===== src/rtl/core/onewire_search_rom_responder_macros.svh =====
// ----------------------------------------------------------------------------
// Search ROM responder assertion macros
// Shared concurrent assertion forms, clocked on clk and disabled in reset.
// ----------------------------------------------------------------------------
`ifndef ONEWIRE_SEARCH_ROM_RESPONDER_MACROS_SVH
`define ONEWIRE_SEARCH_ROM_RESPONDER_MACROS_SVH

// Same-cycle implication.
`define OSR_ASSERT_NOW(label, ante, cons, msg) \
  label: assert property (@(posedge clk) disable iff (!rst_n) (ante) |-> (cons)) \
    else $error(msg);

// Next-cycle implication.
`define OSR_ASSERT_NEXT(label, ante, cons, msg) \
  label: assert property (@(posedge clk) disable iff (!rst_n) (ante) |=> (cons)) \
    else $error(msg);

`endif


===== src/rtl/core/osr_pkg.sv =====
// ----------------------------------------------------------------------------
// Search ROM responder package
// Sizes, item kinds, register indexes and controller/datapath types.
// ----------------------------------------------------------------------------
`timescale 1ns / 1ps
`default_nettype none

package osr_pkg;

  localparam int MAX_DEVICES = 8;
  localparam int ID_WIDTH    = 64;
  localparam int ID_IDX_W    = (ID_WIDTH > 1) ? $clog2(ID_WIDTH) : 1;
  localparam int MASK_W      = 8;
  localparam int MASK_LANES  = (MAX_DEVICES < MASK_W) ? MAX_DEVICES : MASK_W;

  localparam int KIND_W   = 3;
  localparam int INDEX_W  = 3;
  localparam int DEV_ID_W = 64;
  localparam int POS_W    = 7;
  localparam int COUNT_W  = 4;
  localparam int PHASE_W  = 2;
  localparam int CFG_W    = 7;
  localparam int CFG_IDX_W = 1;

  localparam logic [POS_W-1:0]   POS_LIMIT      = POS_W'(64);
  localparam logic [POS_W-1:0]   BIT_SIZE_RST   = POS_W'(8);
  localparam logic [COUNT_W-1:0] DEV_COUNT_RST  = COUNT_W'(8);

  localparam logic [PHASE_W-1:0] PHASE_FIRST  = 2'd0;
  localparam logic [PHASE_W-1:0] PHASE_SECOND = 2'd1;
  localparam logic [PHASE_W-1:0] PHASE_DIR    = 2'd2;

  localparam logic [KIND_W-1:0] KIND_LOAD  = 3'd0;
  localparam logic [KIND_W-1:0] KIND_RESET = 3'd1;
  localparam logic [KIND_W-1:0] KIND_START = 3'd2;
  localparam logic [KIND_W-1:0] KIND_READ  = 3'd3;
  localparam logic [KIND_W-1:0] KIND_WRITE = 3'd4;

  localparam logic [CFG_IDX_W-1:0] REG_BIT_SIZE     = 1'd0;
  localparam logic [CFG_IDX_W-1:0] REG_DEVICE_COUNT = 1'd1;

  typedef enum logic {
    ST_IDLE,
    ST_EXEC
  } ctrl_state_t;

  typedef enum logic [2:0] {
    OP_NONE,
    OP_LOAD,
    OP_RESET,
    OP_START,
    OP_READ,
    OP_WRITE
  } op_t;

  typedef struct packed {
    logic capture;
    op_t  op;
  } osr_cmd_t;

  typedef struct packed {
    logic [KIND_W-1:0]  kind;
    logic               search_mode;
    logic [PHASE_W-1:0] phase;
  } osr_status_t;

endpackage

`default_nettype wire


===== src/rtl/core/osr_ctrl.sv =====
// ----------------------------------------------------------------------------
// Search ROM responder controller
// Accepts one item, then decodes it into a single datapath operation.
// ----------------------------------------------------------------------------
`timescale 1ns / 1ps
`default_nettype none

module osr_ctrl (
  input  wire logic                clk,
  input  wire logic                rst_n,
  input  wire logic                start,
  output      logic                busy,
  input  wire osr_pkg::osr_status_t sts,
  output      osr_pkg::osr_cmd_t    cmd
);
  import osr_pkg::*;

  ctrl_state_t state_r;
  ctrl_state_t state_nxt;

  always_ff @(posedge clk) begin
    if (!rst_n) begin
      state_r <= ST_IDLE;
    end else begin
      state_r <= state_nxt;
    end
  end

  always_comb begin
    state_nxt = state_r;
    unique case (state_r)
      ST_IDLE: begin
        if (start) begin
          state_nxt = ST_EXEC;
        end
      end
      ST_EXEC: begin
        state_nxt = ST_IDLE;
      end
      default: begin
        state_nxt = ST_IDLE;
      end
    endcase
  end

  always_comb begin
    busy        = 1'b0;
    cmd.capture = 1'b0;
    cmd.op      = OP_NONE;
    unique case (state_r)
      ST_IDLE: begin
        cmd.capture = start;
      end
      ST_EXEC: begin
        busy = 1'b1;
        // Reads and writes outside their mode and phase are dropped here.
        unique case (sts.kind)
          KIND_LOAD:  cmd.op = OP_LOAD;
          KIND_RESET: cmd.op = OP_RESET;
          KIND_START: cmd.op = OP_START;
          KIND_READ: begin
            if (sts.search_mode && (sts.phase == PHASE_FIRST || sts.phase == PHASE_SECOND)) begin
              cmd.op = OP_READ;
            end
          end
          KIND_WRITE: begin
            if (sts.search_mode && sts.phase == PHASE_DIR) begin
              cmd.op = OP_WRITE;
            end
          end
          default: cmd.op = OP_NONE;
        endcase
      end
      default: begin
        busy = 1'b0;
      end
    endcase
  end

endmodule

`default_nettype wire


===== src/rtl/core/osr_dp.sv =====
// ----------------------------------------------------------------------------
// Search ROM responder datapath
// Device ID lanes, search flags, bit position, phase and result register.
// ----------------------------------------------------------------------------
`timescale 1ns / 1ps
`default_nettype none

module osr_dp (
  input  wire logic                            clk,
  input  wire logic                            rst_n,
  input  wire osr_pkg::osr_cmd_t               cmd,
  output      osr_pkg::osr_status_t            sts,
  input  wire logic [osr_pkg::KIND_W-1:0]      in_kind,
  input  wire logic [osr_pkg::INDEX_W-1:0]     in_device_index,
  input  wire logic [osr_pkg::DEV_ID_W-1:0]    in_device_id,
  input  wire logic                            in_direction,
  input  wire logic                            cfg_we,
  input  wire logic [osr_pkg::CFG_IDX_W-1:0]   cfg_index,
  input  wire logic [osr_pkg::CFG_W-1:0]       cfg_data,
  output      logic                            out_valid,
  output      logic                            out_bus_bit,
  output      logic [osr_pkg::MASK_W-1:0]      out_in_search_mask
);
  import osr_pkg::*;

  // Captured item.
  logic [KIND_W-1:0]   kind_r;
  logic [INDEX_W-1:0]  index_r;
  logic [ID_WIDTH-1:0] new_id_r;
  logic                dir_r;

  // Configuration.
  logic [POS_W-1:0]   bit_size_r;
  logic [COUNT_W-1:0] dev_count_r;

  // Search state.
  logic [ID_WIDTH-1:0]    id_store_r [MAX_DEVICES];
  logic [MAX_DEVICES-1:0] in_search_r;
  logic [MAX_DEVICES-1:0] in_search_nxt;
  logic                   mode_r;
  logic                   mode_nxt;
  logic [PHASE_W-1:0]     phase_r;
  logic [PHASE_W-1:0]     phase_nxt;
  logic [POS_W-1:0]       pos_r;
  logic [POS_W-1:0]       pos_nxt;

  // Result register.
  logic              valid_r;
  logic              bus_bit_r;
  logic [MASK_W-1:0] mask_r;

  // Per-lane terms.
  logic [MAX_DEVICES-1:0] counted;
  logic [MAX_DEVICES-1:0] cur_bit;
  logic [MAX_DEVICES-1:0] load_hit;
  logic [MAX_DEVICES-1:0] taking_part;
  logic [MAX_DEVICES-1:0] read_bit;
  logic [MASK_W-1:0]      mask_now;
  logic                   pos_in_id;
  logic                   level;
  logic [POS_W-1:0]       pos_inc;

  assign pos_in_id = (int'(pos_r) < ID_WIDTH);

  for (genvar i = 0; i < MAX_DEVICES; i++) begin : g_lane
    assign counted[i]  = (int'(dev_count_r) > i);
    assign load_hit[i] = (int'(index_r) == i);
    assign cur_bit[i]  = pos_in_id ? id_store_r[i][pos_r[ID_IDX_W-1:0]] : 1'b0;

    always_ff @(posedge clk) begin
      if (cmd.op == OP_LOAD && load_hit[i]) begin
        id_store_r[i] <= new_id_r;
      end
    end
  end

  assign taking_part = counted & in_search_r;
  assign read_bit    = (phase_r == PHASE_SECOND) ? ~cur_bit : cur_bit;
  // Devices not taking part leave the pulled-up bus at one.
  assign level       = &(~taking_part | read_bit);

  always_comb begin
    mask_now = '0;
    for (int i = 0; i < MASK_LANES; i++) begin
      mask_now[i] = taking_part[i];
    end
  end

  assign pos_inc = (pos_r < POS_LIMIT) ? pos_r + POS_W'(1) : pos_r;

  always_comb begin
    in_search_nxt = in_search_r;
    mode_nxt      = mode_r;
    phase_nxt     = phase_r;
    pos_nxt       = pos_r;
    unique case (cmd.op)
      OP_LOAD: begin
        in_search_nxt = in_search_r | load_hit;
      end
      OP_RESET: begin
        in_search_nxt = in_search_r | counted;
        mode_nxt      = 1'b0;
        phase_nxt     = PHASE_FIRST;
        pos_nxt       = '0;
      end
      OP_START: begin
        mode_nxt = 1'b1;
      end
      OP_READ: begin
        phase_nxt = phase_r + PHASE_W'(1);
      end
      OP_WRITE: begin
        // Drop counted devices whose bit disagrees with the chosen direction.
        in_search_nxt = in_search_r &
                        ~(counted & (cur_bit ^ {MAX_DEVICES{dir_r}}));
        if (pos_inc >= bit_size_r) begin
          in_search_nxt = in_search_r & ~counted;
        end
        pos_nxt   = pos_inc;
        phase_nxt = PHASE_FIRST;
      end
      default: begin
        mode_nxt = mode_r;
      end
    endcase
  end

  always_ff @(posedge clk) begin
    if (!rst_n) begin
      in_search_r <= '0;
      mode_r      <= 1'b0;
      phase_r     <= PHASE_FIRST;
      pos_r       <= '0;
      bit_size_r  <= BIT_SIZE_RST;
      dev_count_r <= DEV_COUNT_RST;
      valid_r     <= 1'b0;
    end else begin
      in_search_r <= in_search_nxt;
      mode_r      <= mode_nxt;
      phase_r     <= phase_nxt;
      pos_r       <= pos_nxt;
      valid_r     <= (cmd.op == OP_READ);
      if (cfg_we) begin
        if (cfg_index == REG_BIT_SIZE) begin
          bit_size_r <= cfg_data[POS_W-1:0];
        end
        if (cfg_index == REG_DEVICE_COUNT) begin
          dev_count_r <= cfg_data[COUNT_W-1:0];
        end
      end
    end
  end

  always_ff @(posedge clk) begin
    if (cmd.capture) begin
      kind_r   <= in_kind;
      index_r  <= in_device_index;
      new_id_r <= in_device_id[ID_WIDTH-1:0];
      dir_r    <= in_direction;
    end
    if (cmd.op == OP_READ) begin
      bus_bit_r <= level;
      mask_r    <= mask_now;
    end
  end

  assign sts.kind        = kind_r;
  assign sts.search_mode = mode_r;
  assign sts.phase       = phase_r;

  assign out_valid          = valid_r;
  assign out_bus_bit        = bus_bit_r;
  assign out_in_search_mask = mask_r;

endmodule

`default_nettype wire


===== src/rtl/core/onewire_search_rom_responder.sv =====
// ----------------------------------------------------------------------------
// 1-Wire Search ROM responder
// Emulates a bus of slave devices answering the Search ROM bit sequence.
// ----------------------------------------------------------------------------
// An item is taken when start is high and busy is low. Busy then stays high
// for exactly one cycle while the controller executes the item, so no new item
// is taken until the controller is idle again. A read item that is legal in the current
// mode and phase produces one result: out_valid is high for the single cycle
// that follows the busy cycle, with bus_bit and the in-search mask beside it.
// The result must be sampled in that cycle; nothing holds it. All other
// items produce no result. Configuration writes take effect at once and are
// expected only while the block is idle.
`timescale 1ns / 1ps
`default_nettype none

`include "onewire_search_rom_responder_macros.svh"

module onewire_search_rom_responder (
  input  wire logic                           clk,
  input  wire logic                           rst_n,
  input  wire logic                           start,
  output      logic                           busy,
  input  wire logic [osr_pkg::KIND_W-1:0]     in_kind,
  input  wire logic [osr_pkg::INDEX_W-1:0]    in_device_index,
  input  wire logic [osr_pkg::DEV_ID_W-1:0]   in_device_id,
  input  wire logic                           in_direction,
  output      logic                           out_valid,
  output      logic                           out_bus_bit,
  output      logic [osr_pkg::MASK_W-1:0]     out_in_search_mask,
  input  wire logic                           cfg_we,
  input  wire logic [osr_pkg::CFG_IDX_W-1:0]  cfg_index,
  input  wire logic [osr_pkg::CFG_W-1:0]      cfg_data
);
  import osr_pkg::*;

  osr_cmd_t    cmd;
  osr_status_t sts;

  osr_ctrl u_ctrl (
    .clk   (clk),
    .rst_n (rst_n),
    .start (start),
    .busy  (busy),
    .sts   (sts),
    .cmd   (cmd)
  );

  osr_dp u_dp (
    .clk                (clk),
    .rst_n              (rst_n),
    .cmd                (cmd),
    .sts                (sts),
    .in_kind            (in_kind),
    .in_device_index    (in_device_index),
    .in_device_id       (in_device_id),
    .in_direction       (in_direction),
    .cfg_we             (cfg_we),
    .cfg_index          (cfg_index),
    .cfg_data           (cfg_data),
    .out_valid          (out_valid),
    .out_bus_bit        (out_bus_bit),
    .out_in_search_mask (out_in_search_mask)
  );

  `OSR_ASSERT_NEXT(a_exec_one_cycle, busy, !busy, "execution lasted more than one cycle")
  `OSR_ASSERT_NEXT(a_result_single, out_valid, !out_valid, "results on consecutive cycles")
  `OSR_ASSERT_NOW(a_result_after_exec, out_valid, $past(busy), "result without an executed item")
  `OSR_ASSERT_NOW(a_op_only_when_busy, !busy, cmd.op == OP_NONE, "operation issued while idle")

endmodule

`default_nettype wire

===== config.mk =====
export PLATFORM = sky130hd
export DESIGN_NAME = onewire_search_rom_responder
export DESIGN_NICKNAME = d
export VERILOG_FILES = /design/src/rtl/core/osr_pkg.sv /design/src/rtl/core/osr_ctrl.sv /design/src/rtl/core/osr_dp.sv /design/src/rtl/core/onewire_search_rom_responder.sv
export VERILOG_INCLUDE_DIRS = /design/src /design/src/rtl/core
export SDC_FILE = /design/constraint.sdc
export NUM_CORES = 1
export LEC_CHECK = 0
export ABC_AREA = 1
export BUFFER_PORTS_ARGS = -buffer_cell sky130_fd_sc_hd__buf_2
export CORE_ASPECT_RATIO = 0.5
export CORE_MARGIN = 10
export CORE_UTILIZATION = 56
export CTS_CLUSTER_SIZE = 24
export DETAILED_ROUTE_END_ITERATION = 6
export PLACE_DENSITY_LB_ADDON = 0.1
export SYNTH_ARGS = -nofsm -noshare
export SYNTH_HDL_FRONTEND = slang
export SYNTH_HIERARCHICAL = 1
export SYNTH_SLANG_ARGS = --single-unit

===== constraint.sdc =====
create_clock -name clk -period 8.2 [get_ports clk]
set_clock_uncertainty 0.15 [all_clocks]
set_input_delay 1.64 -clock clk [delete_from_list [all_inputs] [get_ports clk]]
set_output_delay 1.64 -clock clk [all_outputs]
set_load 0.01 [all_outputs]

==> metrics.md <==
| Metric | Value |
|---|---|
| Post-route DRC | 0 |
| Vias/cell | 5.326 |
| Cell area after synthesis | 26390 µm² |
| Internal Power | 4.848 mW |
| Worst Path Arrival | 4580 ps |
| GRT Overall Usage | 0.2131 |
| H-Tree Depth | 2 |
| WHS | 312.7 ps |
| PD cells | 211.6 nW/µm² |
| Synthesized flop and latch total | 623 |
| Die ar. | 56740 µm² |
| I/O pins | 94 |
| CP endpoint kind | flip-flop |
| Number of global-route vias before repair | 16.23k |
| Fill cells | 3783 |
| Slew Viols, Final | 0 |
| Vias | 16.94k |
| Drt first pass iters | 5 |
| GR Overflow Total | 0 |
| Cell Chain, Critical Path | inv_6 -> buf_12 -> nand2_1 -> nand2_1 -> ha_1 -> o21ai_0 -> a21boi_0 -> o21ai_0 -> nand2_1 -> nand2_1 -> a21oi_1 -> nor2_1 -> nand3_1 -> nand2_1 -> nand2_1 -> a21oi_2 |
| Ant. Diodes | 0 |
| Combinational fraction of design power | 0.014 |
| Leakage | 11.47 nW |
| Met1 Wirelength | 28240 µm |
| Slew Limit Headroom | 0.2752 |
| Final net count | 2593 |
| Post-CTS sizing | 0 |
| Die outline height | 173.5 µm |
| DP Wirelength | 36570 µm |
| Largest net degree at the start of global routing | 138 |
| Sw Ratio | 0.2035 |
| Initial antenna violation count | 2 |
| Syn Nets | 2532 |
| Met2 wire len | 27060 µm |
| Post-Syn Area per Cell | 10.82 µm² |
| Port Buffer Count | 93 |
| Req. time, crit path | 8570 ps |
| Maximum VDD drop | 0.0001524 V |
| Gate Count Post-Synth | 2440 |
| CTS clk-pin slew, worst paths | 60 ps |
| EDFF count, synth | 592 |
| First-pass GRT wire length | 95060 µm |
| Net switching power | 1.239 mW |
| Setup Buffers After CTS | 0 |
| Core area | 46730 µm² |
| Status | completed |
| Synth cell types | 38 |
| Syn. warnings | 6 |
| Clock root buffer | clkbuf_16 |
| Wirelength, routed | 61090 µm |
| ANT nets after route | 0 |
| Hold_buf cts | 0 |
| TritonCTS Buffers | 54 |
| CP top delay family | simple AND/OR/NAND/NOR gates |
| Worst Path Buf+Inv | 2 |
| CP max stage delay | 700 ps |
| TritonCTS clock tree | built |
| Commonest cells after routing, fill and taps aside | nand2_1 (726), edfxtp_1 (592), inv_1 (290) |
| Crit path depth | 16 |
| Final Hold Vio Count | 0 |
| Synth async-reset ratio | 0 |
| CP startpoint kind | flip-flop |
| Register area share after synthesis | 0.6970 |
| CP most frequent cell | nand2_1 |
| Worst-Margin Slew | 1087 ps |
| Layout area overhead | 9.002% |
| Setup-failing EPs final | 0 |
| Register-to-Register Path Depth | 16 |
| CTS max path bufs | 3 |
| Slowest stage cell, crit path | inv_6 |
| DR top layer | met5 |
| Skew-Pair Late Insertion Delay | 600 ps |
| Sequential Power Share | 0.588 |
| Share of cells above drive strength 1 | 0.09044 |
| Main synth FF type | edfxtp_1 |
| Initial Utilization | 0.5648 |
| DIE WIDTH | 327.0 µm |
| Routability cong. | 0.8135 |
| Hold-critical path depth | 2 |
| Final period util | 0.5139 |
| Max Freq | 237.3 MHz |
| Max Cap Viol | 0 |
| Met3 Wirelength | 4746 µm |
| Sum Neg Setup Slack | 0 ps |
| FP Rows | 56 |
| Final Critical Period | 4214 ps |
| Sink Count | 623 |
| Worst min path class | flip-flop to flip-flop |
| WL/cell | 19.20 µm |
| DR iter-0 viols | 1861 |
| Clock Power Share | 0.398 |
| Commonest non-fill, non-tap cell in the layout | nand2_1 |
| RSZ-0062 raised after global routing | false |
| Critical path class | flip-flop to flip-flop |
| Crit Path Max Fanout | 137 |
-- flip-flops by register name (all words and copies together), names as in the netlist, 2 cells and up --
signal                   flops
u_dp/phase_r                 2
u_dp/dev_count_r             4
u_dp/index_r                 3
u_dp/out_in_search_mask      8
u_dp/in_search_r             8
u_dp/new_id_r               64
u_dp/kind_r                  3
u_dp/pos_r                   7
u_dp/bit_size_r              7
u_dp/id_store_r            512
-- worst reg2reg max path: cells and delay by family (launching register included) --
| family | cells | cell delay [ps] |
|---|---|---|
| adder cells (fa/ha/maj) | 1 | 220 |
| AND/OR/NAND/NOR | 8 | 1470 |
| AO/OA/AOI/OAI | 5 | 570 |
| flip-flops | 1 | 500 |
| buffers and inverters | 2 | 1250 |
-- final cells by class --
class                           instances  area (µm²)  share of cell area
Clock buffer                           72        1470             0.05110
Clock inverter                         26       176.4            0.006132
Inverter                              303        1145             0.03979
Multi-Input combinational cell       1399        6095              0.2118
Sequential cell                       623       18410              0.6397
Tap cell                              638       798.3             0.02775
Timing Repair Buffer                  120       680.7             0.02366
-- through the flow --
| stage | area, µm² | std cells | utilization | setup slack [ps] | power, mW |
|---|---|---|---|---|---|
| 2_1_floorplan | 26390 | 2440 | - | 213.4 | 3.666 |
| 3_3_place_gp | 27120 | 3083 | 0.5804 | 4106 | 3.732 |
| 3_5_place_dp | 27120 | 3083 | 0.5804 | 4094 | 3.736 |
| 4_1_cts | 28770 | 3181 | 0.6156 | 4062 | 6.132 |
| 5_1_grt | 28770 | 3181 | 0.6156 | 3750 | 6.275 |
| 6_report | 28770 | 3181 | 0.6156 | 3986 | 6.086 |
-- cells by family after synthesis --
logic type	synth area share
buffers and inverters	0.07428
adder cells (fa/ha/maj)	0.004266
AO/OA/AOI/OAI	0.03015
AND/OR/NAND/NOR	0.1929
XOR/XNOR	0.001327
flip-flops	0.6970
-- cells in the mapped netlist (2+ instances only) --
| cell type | count | area, µm² |
|---|---|---|
| and3_1 | 2 | 12.51 |
| buf_1 | 9 | 33.78 |
| inv_1 | 290 | 1089 |
| inv_2 | 6 | 22.52 |
| xor2_1 | 4 | 35.03 |
| a21oi_2 | 5 | 43.79 |
| clkinv_1 | 5 | 18.77 |
| ha_1 | 9 | 112.6 |
| clkbuf_1 | 20 | 75.07 |
| nor2_1 | 189 | 709.4 |
| nand2_2 | 8 | 50.05 |
| nor4_1 | 8 | 50.05 |
| buf_2 | 31 | 155.2 |
| o21ai_0 | 84 | 420.4 |
| nor3_1 | 6 | 30.03 |
| nand3_1 | 279 | 1396 |
| o211ai_1 | 2 | 15.01 |
| nand2_1 | 726 | 2725 |
| buf_6 | 37 | 416.7 |
| buf_4 | 18 | 135.1 |
| nand4_1 | 7 | 43.79 |
| edfxtp_1 | 592 | 17780 |
| nor2_4 | 2 | 22.52 |
| or2_0 | 3 | 18.77 |
| o21ai_1 | 18 | 90.09 |
| dfxtp_1 | 31 | 620.6 |
| or2_2 | 2 | 12.51 |
| a21oi_1 | 37 | 185.2 |
-- power by group through the flow --
| stage | Sequential, mW | Clock (mW) | Combinational (mW) |
|---|---|---|---|
| 2_1_floorplan | 3.62 | 0 | 0.0470 |
| 3_3_place_gp | 3.65 | 0 | 0.0848 |
| 3_5_place_dp | 3.65 | 0 | 0.0867 |
| 4_1_cts | 3.58 | 2.46 | 0.0869 |
| 5_1_grt | 3.58 | 2.59 | 0.0976 |
| 6_report | 3.58 | 2.42 | 0.0864 |
-- layer usage --
metal  GRT usage  up-vias
met3     0.04509       76
met2      0.3226      535
met4     0.04304        2
li1            -     8180
met1      0.3150     8150
met5           0        -
-- final timing paths --
check	from	end	slack, ps
worst max-delay path	u_dp/pos_r[0]$_SDFFE_PN0P_	u_dp/in_search_r[2]$_SDFFE_PN0P_	3990
worst min-delay path	u_dp/in_search_r[1]$_SDFFE_PN0P_	u_dp/in_search_r[1]$_SDFFE_PN0P_	310
worst min register to register	u_dp/in_search_r[1]$_SDFFE_PN0P_	u_dp/in_search_r[1]$_SDFFE_PN0P_	310
worst max register to register	u_dp/pos_r[0]$_SDFFE_PN0P_	u_dp/in_search_r[2]$_SDFFE_PN0P_	3990
Note: power is estimated with default switching activity, not from simulation.
